$ cat src/gibs_pkg.sv
// Package with shared types and constants for the greedy IoU box suppression core.
`timescale 1ns / 1ps
package gibs_pkg;

    localparam int MaxBoxes = 64;
    localparam int IdxW     = $clog2(MaxBoxes);
    localparam int CntW     = $clog2(MaxBoxes + 1);
    localparam int CornerW  = 64;
    localparam int ScW      = 24;

    typedef logic signed [15:0] coord_t;
    typedef logic [IdxW-1:0]    idx_t;
    typedef logic [CntW-1:0]    cnt_t;

    // Main sequencer states.
    typedef enum logic [3:0] {
        ST_LOAD,
        ST_SCAN_RD,
        ST_SCAN_CHK,
        ST_SEL_RD,
        ST_SEL_LD,
        ST_PAIR_RD,
        ST_PAIR_CHK,
        ST_PAIR_TEST,
        ST_EMIT,
        ST_CLEAR
    } state_t;

    // Request to the shared overlap unit and its answer.
    typedef struct packed {
        logic           start;
        logic [63:0]    box_a;
        logic [63:0]    box_b;
        logic [15:0]    thr;
    } iou_req_t;

    typedef struct packed {
        logic done;
        logic hit;
    } iou_rsp_t;

endpackage

$ cat src/gibs_iou_unit.sv
// Shared multi-cycle overlap test: one multiplier for the areas, plus a threshold multiplier.
`timescale 1ns / 1ps
module gibs_iou_unit (
    input  logic              clk,
    input  logic              rst_n,
    input  gibs_pkg::iou_req_t req,
    output gibs_pkg::iou_rsp_t rsp
);
    import gibs_pkg::*;

    // Step codes of the unit.
    typedef enum logic [2:0] {
        U_IDLE, U_GEOM, U_AREA_A, U_AREA_B, U_INTER, U_LHS, U_RHS, U_CMP
    } ustep_t;

    ustep_t              step_reg, step_next;
    logic signed [17:0]  wa_reg, ha_reg, wb_reg, hb_reg, wi_reg, hi_reg;
    logic signed [35:0]  area_a_reg, area_b_reg, inter_reg;
    logic signed [37:0]  uni_reg;
    logic [52:0]         lhs_reg;
    logic [54:0]         rhs_reg;
    logic [15:0]         thr_reg;
    logic [63:0]         a_reg, b_reg;
    logic                hit_reg, done_reg;

    logic signed [17:0]  al, at, ar, ab, bl, bt, br, bb;
    logic signed [17:0]  x1, y1, x2, y2, w, h;
    logic signed [17:0]  mul_a, mul_b;
    logic signed [35:0]  mul_p;
    logic signed [37:0]  uni_sum;

    assign al = 18'(signed'(a_reg[15:0]));
    assign at = 18'(signed'(a_reg[31:16]));
    assign ar = 18'(signed'(a_reg[47:32]));
    assign ab = 18'(signed'(a_reg[63:48]));
    assign bl = 18'(signed'(b_reg[15:0]));
    assign bt = 18'(signed'(b_reg[31:16]));
    assign br = 18'(signed'(b_reg[47:32]));
    assign bb = 18'(signed'(b_reg[63:48]));
    assign x1 = (al > bl) ? al : bl;
    assign y1 = (at > bt) ? at : bt;
    assign x2 = (ar < br) ? ar : br;
    assign y2 = (ab < bb) ? ab : bb;
    assign w  = x2 - x1;
    assign h  = y2 - y1;

    // The shared signed multiplier for the three area products.
    always_comb
    begin
        mul_a = wa_reg;
        mul_b = ha_reg;
        unique case (step_reg)
            U_AREA_B:
            begin
                mul_a = wb_reg;
                mul_b = hb_reg;
            end
            U_INTER:
            begin
                mul_a = wi_reg;
                mul_b = hi_reg;
            end
            default:
            begin
                mul_a = wa_reg;
                mul_b = ha_reg;
            end
        endcase
    end
    assign mul_p   = mul_a * mul_b;
    assign uni_sum = 38'(area_a_reg) + 38'(area_b_reg) - 38'(inter_reg);

    // Step sequencing.
    always_comb
    begin
        step_next = step_reg;
        unique case (step_reg)
            U_IDLE:   if (req.start) step_next = U_GEOM;
            U_GEOM:   step_next = U_AREA_A;
            U_AREA_A: step_next = U_AREA_B;
            U_AREA_B: step_next = U_INTER;
            U_INTER:  step_next = U_LHS;
            U_LHS:    step_next = U_RHS;
            U_RHS:    step_next = U_CMP;
            U_CMP:    step_next = U_IDLE;
            default:  step_next = U_IDLE;
        endcase
    end

    always_ff @(posedge clk or negedge rst_n)
    begin
        if (!rst_n)
        begin
            step_reg <= U_IDLE;
            done_reg <= 1'b0;
        end
        else
        begin
            step_reg <= step_next;
            done_reg <= (step_reg == U_CMP);
        end
    end

    // Datapath registers.
    always_ff @(posedge clk)
    begin
        case (step_reg)
            U_IDLE:
            begin
                if (req.start)
                begin
                    a_reg   <= req.box_a;
                    b_reg   <= req.box_b;
                    thr_reg <= req.thr;
                end
            end
            U_GEOM:
            begin
                wa_reg <= ar - al;
                ha_reg <= ab - at;
                wb_reg <= br - bl;
                hb_reg <= bb - bt;
                wi_reg <= w[17] ? '0 : w;
                hi_reg <= h[17] ? '0 : h;
            end
            U_AREA_A: area_a_reg <= mul_p;
            U_AREA_B: area_b_reg <= mul_p;
            U_INTER:  inter_reg  <= mul_p;
            U_LHS:
            begin
                uni_reg <= uni_sum;
                lhs_reg <= 53'(unsigned'(inter_reg)) << 16;
            end
            U_RHS:    rhs_reg <= 55'(thr_reg) * 55'(unsigned'(uni_reg[36:0]));
            U_CMP:
            begin
                hit_reg <= !uni_reg[37] && (uni_reg != '0)
                           && (55'(lhs_reg) > rhs_reg);
            end
            default:  ;
        endcase
    end

    assign rsp.done = done_reg;
    assign rsp.hit  = hit_reg;

endmodule
$ cat config.mk
export PLATFORM = sky130hd
export DESIGN_NAME = gibs_iou_unit
export DESIGN_NICKNAME = d
export VERILOG_FILES = /design/src/gibs_pkg.sv /design/src/gibs_iou_unit.sv
export SDC_FILE = /design/constraint.sdc
export NUM_CORES = 2
export LEC_CHECK = 0
export BUFFER_PORTS_ARGS = -buffer_cell sky130_fd_sc_hd__buf_2
export CORE_MARGIN = 10
export CORE_UTILIZATION = 65
export CTS_CLUSTER_DIAMETER = 40
export DETAILED_ROUTE_END_ITERATION = 10
export PLACE_DENSITY = 0.83
export SYNTH_ARGS = -nofsm -noshare
export SYNTH_HDL_FRONTEND = slang
export SYNTH_SLANG_ARGS = --single-unit
$ cat constraint.sdc
create_clock -name clk -period 22.5 [get_ports clk]
set_input_delay 2.25 -clock clk [delete_from_list [all_inputs] [get_ports clk]]
set_output_delay 2.25 -clock clk [all_outputs]
set_load 0.01 [all_outputs]
==> flow_summary.ini <==
[clocking]
postCtsHoldBufs = 0
cts_buffers = 66
clk_pin_slew_ns = 0.06
tritoncts = yes
cts.path.max_buffers = 3
post_cts_buffers = 0
clkLatencyLatePin_ns = 0.62
cts_root_buf = clkbuf_16
ctsResizeCount = 0
cts.sinks = 486
cts_max_level = 3

[yosys]
synth_seq_cells = 486
yosys_warnings = 0
ys_seq_area_frac = 0.258
avgSynthCellArea_sq_um = 10.1
syn_inst = 5569
synth-edff-count = 482
ys.flop_type = edfxtp_1
async_flop_share = 0.00823
yosys.cell_types.count = 87
synth_fp_nets = 7025
synthesis.area_sq_um = 56500

[critical_path]
crit_type = reg -> reg
crit_required_ns = 22.83
reg2regPathDepth = 27
cp.depth = 27
cp_slowest_cell = a21oi_1
path_delay_family = adder cells
path_max_fanout = 79
cp_common_cell = fa_1
critPathCaptureType = flip-flop
critPathBufInv = 5
arrival_ns = 9.46
slowest_delay_ns = 0.87
critPathLaunchType = flip-flop

[min_path]
worstHoldPathType = reg -> reg
worstHoldPathCells = 0

[timing]
drv_slew = 0
fin_crit_sh = 0.406
hold_viol_final = 0
worst_pin_slew_ns = 1.44
relSlewSlack = 0.0390
fin_setup_tns_ns = 0
fmax_mhz = 110
skew_ns = 0.0376
setup_viol = 0
period_minus_slack_ns = 9.13
rsz0062_at_grt = false

[cells_and_area]
antenna_cells = 0
area_growth_syn_to_layout_pct = 7.44
final_nets = 7110
fin_util = 0.702
drive_gt1_frac = 0.0673

[drt]
first_pass_iters = 5
drcViolationCount = 0
via_count = 39300
ant_nets = 0
dr.first_iter.drc_count = 2732
vias_per_cell = 5.72
wl_per_cell_um = 18.7
postRouteWirelength_mm = 129

[grt]
grt_start_max_net_pins = 84
grt.total_usage = 0.268
grt_pass1_vias = 42800
antenna_found_initial = 0
gr-total-overflow = 0
grt_pass1_wl_mm = 215

[floorplanning]
initial_core_util = 0.653
io_pins = 149
die_y_um = 315
dieArea_sq_um = 99100
die_w_um = 315
core_area_sq_um = 86500
rows = 108

[placement]
hpwlAfterDp_mm = 104
io_buffers = 148
place_congestion = 0.997

[run_status]
status = complete, no violations

[job]
maxCapViolCount = 0
cell type report:
| class | count | area [sq um] |
|---|---|---|
| tap | 1155 | 1450 |
| clock buffer | 71 | 1690 |
| inverter | 1185 | 4450 |
| multi-input combinational | 3713 | 36800 |
| clock inverter | 49 | 623 |
| sequential | 486 | 14600 |
| timing repair buffer | 202 | 1150 |
| fill | 6194 | 25800 |
worst register-to-register path: stages, from the launching register on:
cell	delay [ns]
dfrtp_1	0.54
nand2_1	0.20
nor2_4	0.39
buf_4	0.70
mux2i_1	0.31
nor2_1	0.21
a21oi_1	0.87
nor2_1	0.17
fa_1	0.49
fa_1	0.51
fa_1	0.52
inv_1	0.05
fa_1	0.51
inv_1	0.06
fa_1	0.53
inv_1	0.05
fa_1	0.48
inv_1	0.05
ha_1	0.33
a21oi_1	0.20
o21a_1	0.17
a2bb2oi_1	0.34
a311oi_1	0.19
o21a_1	0.22
o21ai_1	0.25
a211oi_1	0.13
nor3b_1	0.26
xnor2_1	0.13
synth_stat cells (19+ instances only):
| library cell | instances | area share |
|---|---|---|
| a21o_1 | 130 | 0.017 |
| and2_1 | 248 | 0.027 |
| nand2b_1 | 37 | 0.0041 |
| o21a_1 | 31 | 0.0041 |
| a21oi_1 | 188 | 0.017 |
| clkbuf_1 | 159 | 0.011 |
| and3_1 | 22 | 0.0024 |
| nor2b_1 | 41 | 0.0045 |
| mux2i_1 | 82 | 0.015 |
| a221o_1 | 19 | 0.0034 |
| xor2_1 | 47 | 0.0073 |
| xnor2_1 | 129 | 0.020 |
| edfxtp_1 | 482 | 0.26 |
| nor3_1 | 54 | 0.0048 |
| a221oi_1 | 20 | 0.0031 |
| nor2_1 | 344 | 0.023 |
| inv_1 | 1185 | 0.079 |
| ha_1 | 450 | 0.10 |
| nand4_1 | 28 | 0.0031 |
| nand3_1 | 41 | 0.0036 |
| fa_1 | 859 | 0.30 |
| o21ai_0 | 96 | 0.0085 |
| nand2_1 | 581 | 0.039 |
layer usage:
metal	share of wire	track usage
met4	0.046	0.117
met3	0.064	0.0422
met2	0.50	0.474
met5	0	0
met1	0.39	0.323
through the flow:
| stage | instances | instance area (sq um) | setup slack (ns) | hold WS (ns) |
|---|---|---|---|---|
| after floorplan | 5569 | 56500 | 4.76 | 0.431 |
| after global placement | 6741 | 58400 | 13.87 | 0.461 |
| after detailed placement | 6741 | 58400 | 13.54 | 0.461 |
| after CTS | 6861 | 60700 | 13.52 | 0.458 |
| after global routing | 6861 | 60700 | 12.83 | 0.472 |
| final | 6861 | 60700 | 13.37 | 0.462 |
worst paths after layout:
| path | to | from | slack, ns |
|---|---|---|---|
| max in group asynchronous | step_reg[1] | rst_n | 20.92 |
| hold / removal | lhs_reg[47] | inter_reg[31] | 0.46 |
| hold reg to reg | lhs_reg[47] | inter_reg[31] | 0.46 |
| min in group asynchronous | done_reg | rst_n | 1.46 |
| setup / recovery | area_b_reg[34] | step_reg[1] | 13.37 |
| setup reg to reg | area_b_reg[34] | step_reg[1] | 13.37 |
cells by family (layout without fill, tap and decap cells):
kind of cell | after synthesis | in the layout | share of synthesized area
AO/OA/AOI/OAI | 663 | 663 | 0.0807
XOR/XNOR | 176 | 176 | 0.0273
adder cells (fa/ha/maj) | 1309 | 1309 | 0.404
buffers and inverters | 1370 | 1507 | 0.0917
flip-flops | 486 | 486 | 0.258
multiplexers | 98 | 98 | 0.0177
AND/OR/NAND/NOR | 1467 | 1467 | 0.121
layout by cell type, fill, tap and decap left out, drive strengths merged, types with 47 or more instances in the layout:
master	count
clkbuf	71
o21ai	114
inv	1201
buf	202
fa	859
nor2	345
nand2	581
ha	450
xnor2	129
mux2i	82
and2	248
edfxtp	482
xor2	47
a21oi	192
a21o	130
nor3	55
Power is not shown: default switching activity piles up to over one toggle a cycle in this logic, so the estimate is an artifact.
