## config.mk

```make
export PLATFORM = sky130hd
export DESIGN_NAME = gibs_ram
export DESIGN_NICKNAME = d
export VERILOG_FILES = /design/src/gibs_ram.sv
export SDC_FILE = /design/constraint.sdc
export NUM_CORES = 1
export LEC_CHECK = 0
export ABC_AREA = 1
export ABC_CLOCK_PERIOD_IN_PS = 1400
export BUFFER_PORTS_ARGS = -buffer_cell sky130_fd_sc_hd__buf_2
export CORE_ASPECT_RATIO = 0.5
export CORE_MARGIN = 2
export CORE_UTILIZATION = 35
export DETAILED_ROUTE_END_ITERATION = 7
export GPL_ROUTABILITY_DRIVEN = 0
export PLACE_DENSITY = 0.53
export SETUP_SLACK_MARGIN = 0.2
export SKIP_CTS_REPAIR_TIMING = 1
export SLEW_MARGIN = 30
export SYNTH_ARGS = -nofsm -noshare
export SYNTH_HDL_FRONTEND = slang
export SYNTH_SLANG_ARGS = --single-unit
```

## constraint.sdc

```tcl
create_clock -name clk -period 1.4 [get_ports clk]
set_input_delay 0.14 -clock clk [delete_from_list [all_inputs] [get_ports clk]]
set_output_delay 0.14 -clock clk [all_outputs]
set_load 0.02 [all_outputs]
```

## src/gibs_ram.sv

```systemverilog
// Generic single-port-write, single-port-read RAM with registered read data.
`timescale 1ns / 1ps
module gibs_ram #(
    parameter int Width = 8,
    parameter int Depth = 16
) (
    input  logic                     clk,
    input  logic                     we,
    input  logic [$clog2(Depth)-1:0] waddr,
    input  logic [Width-1:0]         wdata,
    input  logic [$clog2(Depth)-1:0] raddr,
    output logic [Width-1:0]         rdata
);

    logic [Width-1:0] mem [Depth];

    // Write port and registered read port.
    always_ff @(posedge clk)
    begin
        if (we)
        begin
            mem[waddr] <= wdata;
        end
        rdata <= mem[raddr];
    end

endmodule

```

==> impl_metrics.tcl, run 1 <==
set metrics [dict create \
    status "complete, no violations" \
    min_path_cells 3 \
    synth_nets 569 \
    start_util_pct 35.5 \
    num_io_pins 26 \
    clock_sinks 136 \
    drc 0 \
    hold-worst-slack_ns 0.0966 \
    htree_num_levels 4 \
    netlist_area_um2 5770 \
    synth_seq_area_share_pct 69.4 \
    clock_path_buffers 2 \
    fin_cells 835 \
    dr_total_vias 3769 \
    path_class "register to output port" \
    fin_tns_setup_ns 0 \
    ys_ff_latch 136 \
    crit_path_start_kind "register" \
    drv_slew 0 \
    r2r.worst_path.cells 6 \
    place_inst 804 \
    hold_viol_final 0 \
    max-slew-margin-rel_pct 74.8 \
    viasPerCell 4.51 \
    cts_buffers 17 \
    place_hpwl_mm 8.00 \
    die_h_um 94.8 \
    grt-ovfl-total 0 \
    cts_root_buffer "clkbuf_16" \
    cp_slowest_cell "dfxtp_1" \
    crit_arrival_ns 0.98 \
    fp.coreArea_um2 16200 \
    hold_end "rdata[0]$_DFF_P_" \
    cp_cell_sequence "buf_2" \
    path_delay_family "flip-flops" \
    worst_pin_slew_ns 0.378 \
    fin_crit_sh_pct 80.0 \
    worst-path-buf-inv 1 \
    clk_latency_ns 0.42 \
    synthToLayoutAreaGrowth_pct 19.2 \
    most-common-layout-cells "nand2_1 (173), edfxtp_1 (128), inv_1 (100)" \
    max_clock_freq_ghz 0.893 \
    cp_num_cells 1 \
    setup_viol 0 \
    p_per_area_nw_per_um2 1440 \
    cp_max_fo 1 \
    drt-wirelength-per-cell_um 16.0 \
    layout_commonest_cell "nand2_1" \
    clk_pin_slew_ns 0.05 \
    min_period_ns 1.12 \
    cp-end-kind "output port" \
    num_rows 33 \
    diodes 0 \
    synth_warnings 0 \
    cts_tree "yes" \
    fin_skew_ns 0.0106 \
    r2r-start "mem[13][4]$_DFFE_PP_" \
    portBuffers 25 \
    fp.dieW_um 186 \
    regToRegSetupSlack_ns 0.34 \
    antenna_found_initial 0 \
    dieArea_um2 17600 \
    critPathRequiredTime_ns 1.26 \
    p_leak_uw 0.00295 \
    grt_max_degree 65 \
    hp-start "raddr[3]" \
    min_path_type "input pin to register" \
    fin_nets 614 \
    dr.first_iter.drc_count 276 \
    dr.pass1.iters 5 \
    finalPower_uw 9910 \
    grt_pass1_vias 3589 \
    max-vdd-ir-drop_v 0.000800 \
    cpPeakStageDelay_ns 0.38 \
    critPathLaunch "rdata[2]$_DFF_P_" \
    worst_r2r_endpoint "rdata[4]$_DFF_P_" \
    drive_above_1_share_pct 13.7 \
    ant_nets 0 \
    grt_pass1_wl_mm 20.6 \
    drt_wl_total_mm 13.4 \
    avgSynthCellArea_um2 10.5 \
    synthCells 551 \
    rsz0062_at_grt "no" \
    grtUsageTotal_pct 16.5 \
    maxCapViolations 0 \
    yosysUniqueCellTypes 12 \
]
-- synthesized netlist by cell type --
| library cell | n | area (µm²) |
|---|---|---|
| buf_1 | 1 | 3.75 |
| buf_2 | 13 | 65.1 |
| buf_4 | 4 | 30.0 |
| buf_6 | 6 | 67.6 |
| dfxtp_1 | 8 | 160 |
| edfxtp_1 | 128 | 3840 |
| inv_1 | 100 | 375 |
| inv_2 | 2 | 7.51 |
| nand2_1 | 173 | 649 |
| nand3_1 | 97 | 485 |
| nand3b_1 | 2 | 15.0 |
| nor2_1 | 17 | 63.8 |
-- sequential cells by signal, summed over array words and instances (netlist names) --
| signal | cells |
|---|---|
| mem | 128 |
| rdata | 8 |
-- layer usage --
metal  wire [µm]  part of all wire, %  up-vias  GRT usage, %
met1        6240                   47     1806          21.7
met3         485                  3.6       20          3.66
li1            -                    -     1863             -
met5           0                    0        -             0
met4         307                  2.3        0          6.63
met2        6370                   48       80          26.8
-- final cells by class --
| class | instances | area, µm² |
|---|---|---|
| tap | 227 | 284 |
| clock buffer | 17 | 425 |
| clock inverter | 14 | 199 |
| multi-input combinational | 289 | 1210 |
| sequential | 136 | 4000 |
| inverter | 102 | 383 |
| timing repair buffer | 50 | 363 |
| fill | 1534 | 9360 |
-- how the worst max path moves through the flow --
stage / slack [ns] / to
final: 0.28 / rdata[2]
after global routing: 0.24 / rdata[2]
after CTS: 0.26 / rdata[2]
after detailed placement: 0.15 / rdata[4]$_DFF_P_
after global placement: 0.16 / rdata[4]$_DFF_P_
after floorplan: 0.31 / mem[10][0]$_DFFE_PP_
-- through the flow --
step / area (µm²) / util [%] / setup slack (ns)
detailed placement: 6250 / 38.5 / 0.151
finish: 6870 / 42.3 / 0.280
floorplan: 5770 / - / 0.309
CTS: 6870 / 42.3 / 0.260
global route: 6870 / 42.3 / 0.237
global placement: 6250 / 38.5 / 0.158
-- cell families (layout without fill, tap and decap cells) --
| kind of cell | Yosys count | after routing | synth area share [%] |
|---|---|---|---|
| simple gates | 289 | 289 | 21.0 |
| buf+inv | 126 | 183 | 9.52 |
| flops | 136 | 136 | 69.4 |
-- power breakdown --
part / switching [µW] / internal, µW / total (µW)
registers: 29.1 / 4550 / 4580
clock network: 1730 / 2980 / 4720
logic: 428 / 182 / 610
total: 2190 / 7720 / 9910
Power figures use the tool's default switching activity.
==> run 2, diff against run 1 <==
Settings changed: ABC_CLOCK_PERIOD_IN_PS 1400 to 1050.
Clock period 1.4 ns to 1.05 ns, I/O delays scaled along.
==> impl_metrics.tcl, run 2 (synthesis results as in run 1) <==
set metrics [dict create \
    status "complete, no violations" \
    place_inst 807 \
    fin_ws_ns 0.0819 \
    grt_pass1_vias 3489 \
    place_hpwl_mm 8.15 \
    path_class "register to register" \
    drt_wl_total_mm 13.2 \
    fp.coreArea_um2 16200 \
    num_io_pins 26 \
    cp-end-kind "register" \
    drv_slew 0 \
    fp.dieW_um 186 \
    dieArea_um2 17600 \
    regArea_um2 4010 \
    maxCapViolations 0 \
    layout_commonest_cell "nand2_1" \
    most-common-layout-cells "nand2_1 (167), edfxtp_1 (128), inv_1 (99)" \
    cts_root_buffer "clkbuf_16" \
    drt-wirelength-per-cell_um 15.7 \
    max-vdd-ir-drop_v 0.00116 \
    fin_cells 838 \
    place_ws_ns -0.205 \
    portBuffers 25 \
    dr.pass1.iters 4 \
    grtUsageTotal_pct 16.1 \
    max-slew-margin-rel_pct 73.8 \
    grt-ovfl-total 0 \
    dr.first_iter.drc_count 219 \
    grt_pass1_wl_mm 20.2 \
    worst-path-buf-inv 1 \
    fillCellCount 1515 \
    die_h_um 94.8 \
    max_clock_freq_ghz 1.03 \
    crit_arrival_ns 1.27 \
    regToRegSetupSlack_ns 0.08 \
    regMostFlops "mem" \
    drive_above_1_share_pct 24.5 \
    cp_max_fo 1 \
    antenna_found_initial 0 \
    rsz0062_at_grt "yes" \
    dr_total_vias 3705 \
    fin_nets 617 \
    num_rows 33 \
    cp_slowest_cell "edfxtp_1" \
    clock_path_buffers 2 \
    p_per_area_nw_per_um2 1720 \
    synthToLayoutAreaGrowth_pct 26.1 \
    fin_skew_ns 0.0104 \
    top_regs "mem: 128 flops, rdata: 8 flops" \
    p_leak_uw 0.00306 \
    clk_latency_ns 0.42 \
    htree_num_levels 4 \
    grt_max_degree 49 \
    diodes 0 \
    critPathRequiredTime_ns 1.35 \
    min_period_ns 0.968 \
    crit_path_start_kind "register" \
    ant_nets 0 \
    cp_cell_sequence "inv_1 > nand2_1 > nand3_1 > nand3_1 > nand3_2 > nand2_1" \
    viasPerCell 4.42 \
    path_delay_family "simple AND/OR/NAND/NOR gates" \
    cpPeakStageDelay_ns 0.36 \
    clk_pin_slew_ns 0.06 \
    cts_buffers 17 \
    hold_viol_final 0 \
    start_util_pct 35.5 \
    cts_tree "yes" \
    clock_sinks 136 \
    largest_reg_flops 128 \
    multi_input_area_um2 1520 \
    drc 0 \
    worst_pin_slew_ns 0.393 \
    fin_crit_sh_pct 92.2 \
    finalPower_uw 12500 \
    min_path_type "input pin to register" \
    setup_viol 0 \
    hold-worst-slack_ns 0.115 \
]
-- run 2: final timing paths --
| kind | from | to | depth (start not counted) |
|---|---|---|---|
| max | mem[9][7]$_DFFE_PP_ | rdata[7]$_DFF_P_ | 6 |
| min | wdata[3] | mem[10][3]$_DFFE_PP_ | 1 |
| max reg2reg | mem[9][7]$_DFFE_PP_ | rdata[7]$_DFF_P_ | 6 |
| min reg2reg | mem[2][5]$_DFFE_PP_ | rdata[5]$_DFF_P_ | 6 |
-- run 2: through the flow --
step	util [%]	instance area [µm²]	setup TNS (ns)
after floorplan	-	5870	0
after global placement	39.9	6470	-13.16
after detailed placement	39.9	6470	-13.70
after CTS	43.2	7010	-0.0123
after global routing	44.8	7270	0
final	44.8	7270	0
-- run 2: layer usage --
layer,vias up,global-route usage (%),wire length [µm]
met4,0,5.51,142
met1,1774,21.8,6250
met2,53,26.1,6340
met5,-,0,0
met3,10,3.12,462
li1,1868,-,-
-- run 2: where the power goes --
part / internal (µW) / total (µW) / switching (µW) / leakage, µW
clock network: 3200 / 5420 / 2220 / 0.000259
registers: 6070 / 6110 / 37.1 / 0.00122
logic: 354 / 1000 / 648 / 0.00158
-- run 2: area by class of cell --
class	instances	share of cell area [%]
clock buffer	17	5.85
clock inverter	14	1.53
tap	227	3.91
timing repair buffer	53	7.36
multi-input combinational	289	20.9
inverter	102	5.26
sequential	136	55.2
==> run 3, diff against run 2 <==
Settings changed: CORE_UTILIZATION 35 to 61, PLACE_DENSITY 0.53 to 0.82.
==> impl_metrics.tcl, run 3 (synthesis results as in run 1) <==
set metrics [dict create \
    place_hpwl_mm 8.28 \
    fin_crit_sh_pct 104 \
    rsz0062_at_grt "yes" \
    path_class "register to register" \
    maxCapViolations 0 \
    ant_nets 0 \
    cts_root_buffer "clkbuf_16" \
    grtUsageTotal_pct 28.5 \
    regMostFlops "mem" \
    min_path_type "input pin to register" \
    portBuffers 25 \
    clock_sinks 136 \
    drt-wirelength-per-cell_um 19.7 \
    drt_wl_total_mm 14.6 \
    drv_slew 0 \
    hold_viol_final 0 \
    top_regs "mem: 128 flops, rdata: 8 flops" \
    place_inst 706 \
    drive_above_1_share_pct 22.9 \
    fin_nets 622 \
    grt_pass1_wl_mm 21.0 \
    antenna_found_initial 0 \
    finalPower_uw 12100 \
    worst_r2r_endpoint "rdata[4]$_DFF_P_" \
    critPathLaunch "mem[3][4]$_DFFE_PP_" \
    htree_num_levels 4 \
    grt_max_degree 33 \
    crit_arrival_ns 1.38 \
    placed_area_um2 6420 \
    synthToLayoutAreaGrowth_pct 23.6 \
    dr.first_iter.drc_count 640 \
    max_clock_freq_ghz 0.917 \
    crit_path_start_kind "register" \
    violations "negative setup slack" \
    cts_buffers 17 \
    hold-worst-slack_ns 0.123 \
    status "complete, but fails checks" \
    num_io_pins 26 \
    cts_tree "yes" \
    drc 0 \
    die_h_um 72.8 \
    endpoint "rdata[4]$_DFF_P_" \
    most-common-layout-cells "nand2_1 (165), edfxtp_1 (128), inv_1 (98)" \
    max-slew-margin-rel_pct 64.4 \
    grt_pass1_vias 4027 \
    clk_latency_ns 0.41 \
    p_per_area_nw_per_um2 1700 \
    min_period_ns 1.09 \
    start_util_pct 61.9 \
    p_leak_uw 0.00307 \
    fin_tns_setup_ns -0.0633 \
    layout_commonest_cell "nand2_1" \
    viasPerCell 5.75 \
    max-vdd-ir-drop_v 0.00118 \
    fp.dieW_um 142 \
    r2r.worst_path.cells 6 \
    fin_cells 737 \
    cp-end-kind "register" \
    critPathRequiredTime_ns 1.34 \
    fin_skew_ns 0.00802 \
    r2r-start "mem[3][4]$_DFFE_PP_" \
    fin_ws_ns -0.0400 \
    cp_max_fo 1 \
    diodes 0 \
    setup_viol 2 \
    largest_reg_flops 128 \
    regToRegSetupSlack_ns -0.04 \
    dr_total_vias 4238 \
    clock_path_buffers 2 \
    stdcell_area_um2 7130 \
    worst_pin_slew_ns 0.533 \
    dr.pass1.iters 7 \
    clk_pin_slew_ns 0.05 \
    grt-ovfl-total 0 \
    num_rows 25 \
    fp.coreArea_um2 9320 \
    dieArea_um2 10300 \
]
[run 3: cell count changes in the layout (fill, tap and decap cells not counted), moves of 4 or more]
cell,change
nand3_1,+7
clkinv_1,+6
nand3_2,-6
clkbuf_1,+5
buf_12,+4
clkinv_2,-4
[run 3: critical path: stages, from the launching register on]
cell and delay (ns):
edfxtp_1 0.38, nand2_1 0.11, nand2_1 0.10, nand2_1 0.08
nand3_1 0.11, nand3_2 0.12, nand2_1 0.07
[run 3: through the flow]
step / worst slack, ns / utilization [%]
5_1_grt: -0.0591 / 76.5
3_3_place_gp: -0.110 / 68.9
4_1_cts: -0.110 / 74.1
3_5_place_dp: -0.158 / 68.9
2_1_floorplan: 0.0714 / -
6_report: -0.0400 / 76.5
[run 3: area by class of cell]
| type | count | area, µm² |
|---|---|---|
| sequential | 136 | 4010 |
| fill | 472 | 2190 |
| multi-input combinational | 289 | 1480 |
| timing repair buffer | 58 | 623 |
| clock buffer | 22 | 444 |
| inverter | 102 | 383 |
| tap | 121 | 151 |
| clock inverter | 9 | 35.0 |
[run 3: worst min-delay path by stage]
stage,end,startpoint,depth (start not counted)
floorplan,mem[0][0]$_DFFE_PP_,wdata[0],0
global placement,rdata[2],rdata[2]$_DFF_P_,1
detailed placement,rdata[4],rdata[4]$_DFF_P_,1
CTS,rdata[7]$_DFF_P_,raddr[3],4
global route,mem[5][3]$_DFFE_PP_,wdata[3],1
finish,mem[9][7]$_DFFE_PP_,wdata[7],1
[run 3: power breakdown]
group	switching [µW]	leakage, µW	internal (µW)
registers	47.8	0.00122	6080
logic	690	0.00161	392
clock network	2000	0.000232	2920
[run 3: per-layer routing]
layer	global-route usage (%)	up-vias	routed length (µm)
li1	-	1889	-
met1	35.5	2003	5430
met2	46.7	284	7070
met3	7.35	62	1420
met4	15.9	0	631
met5	0	-	0
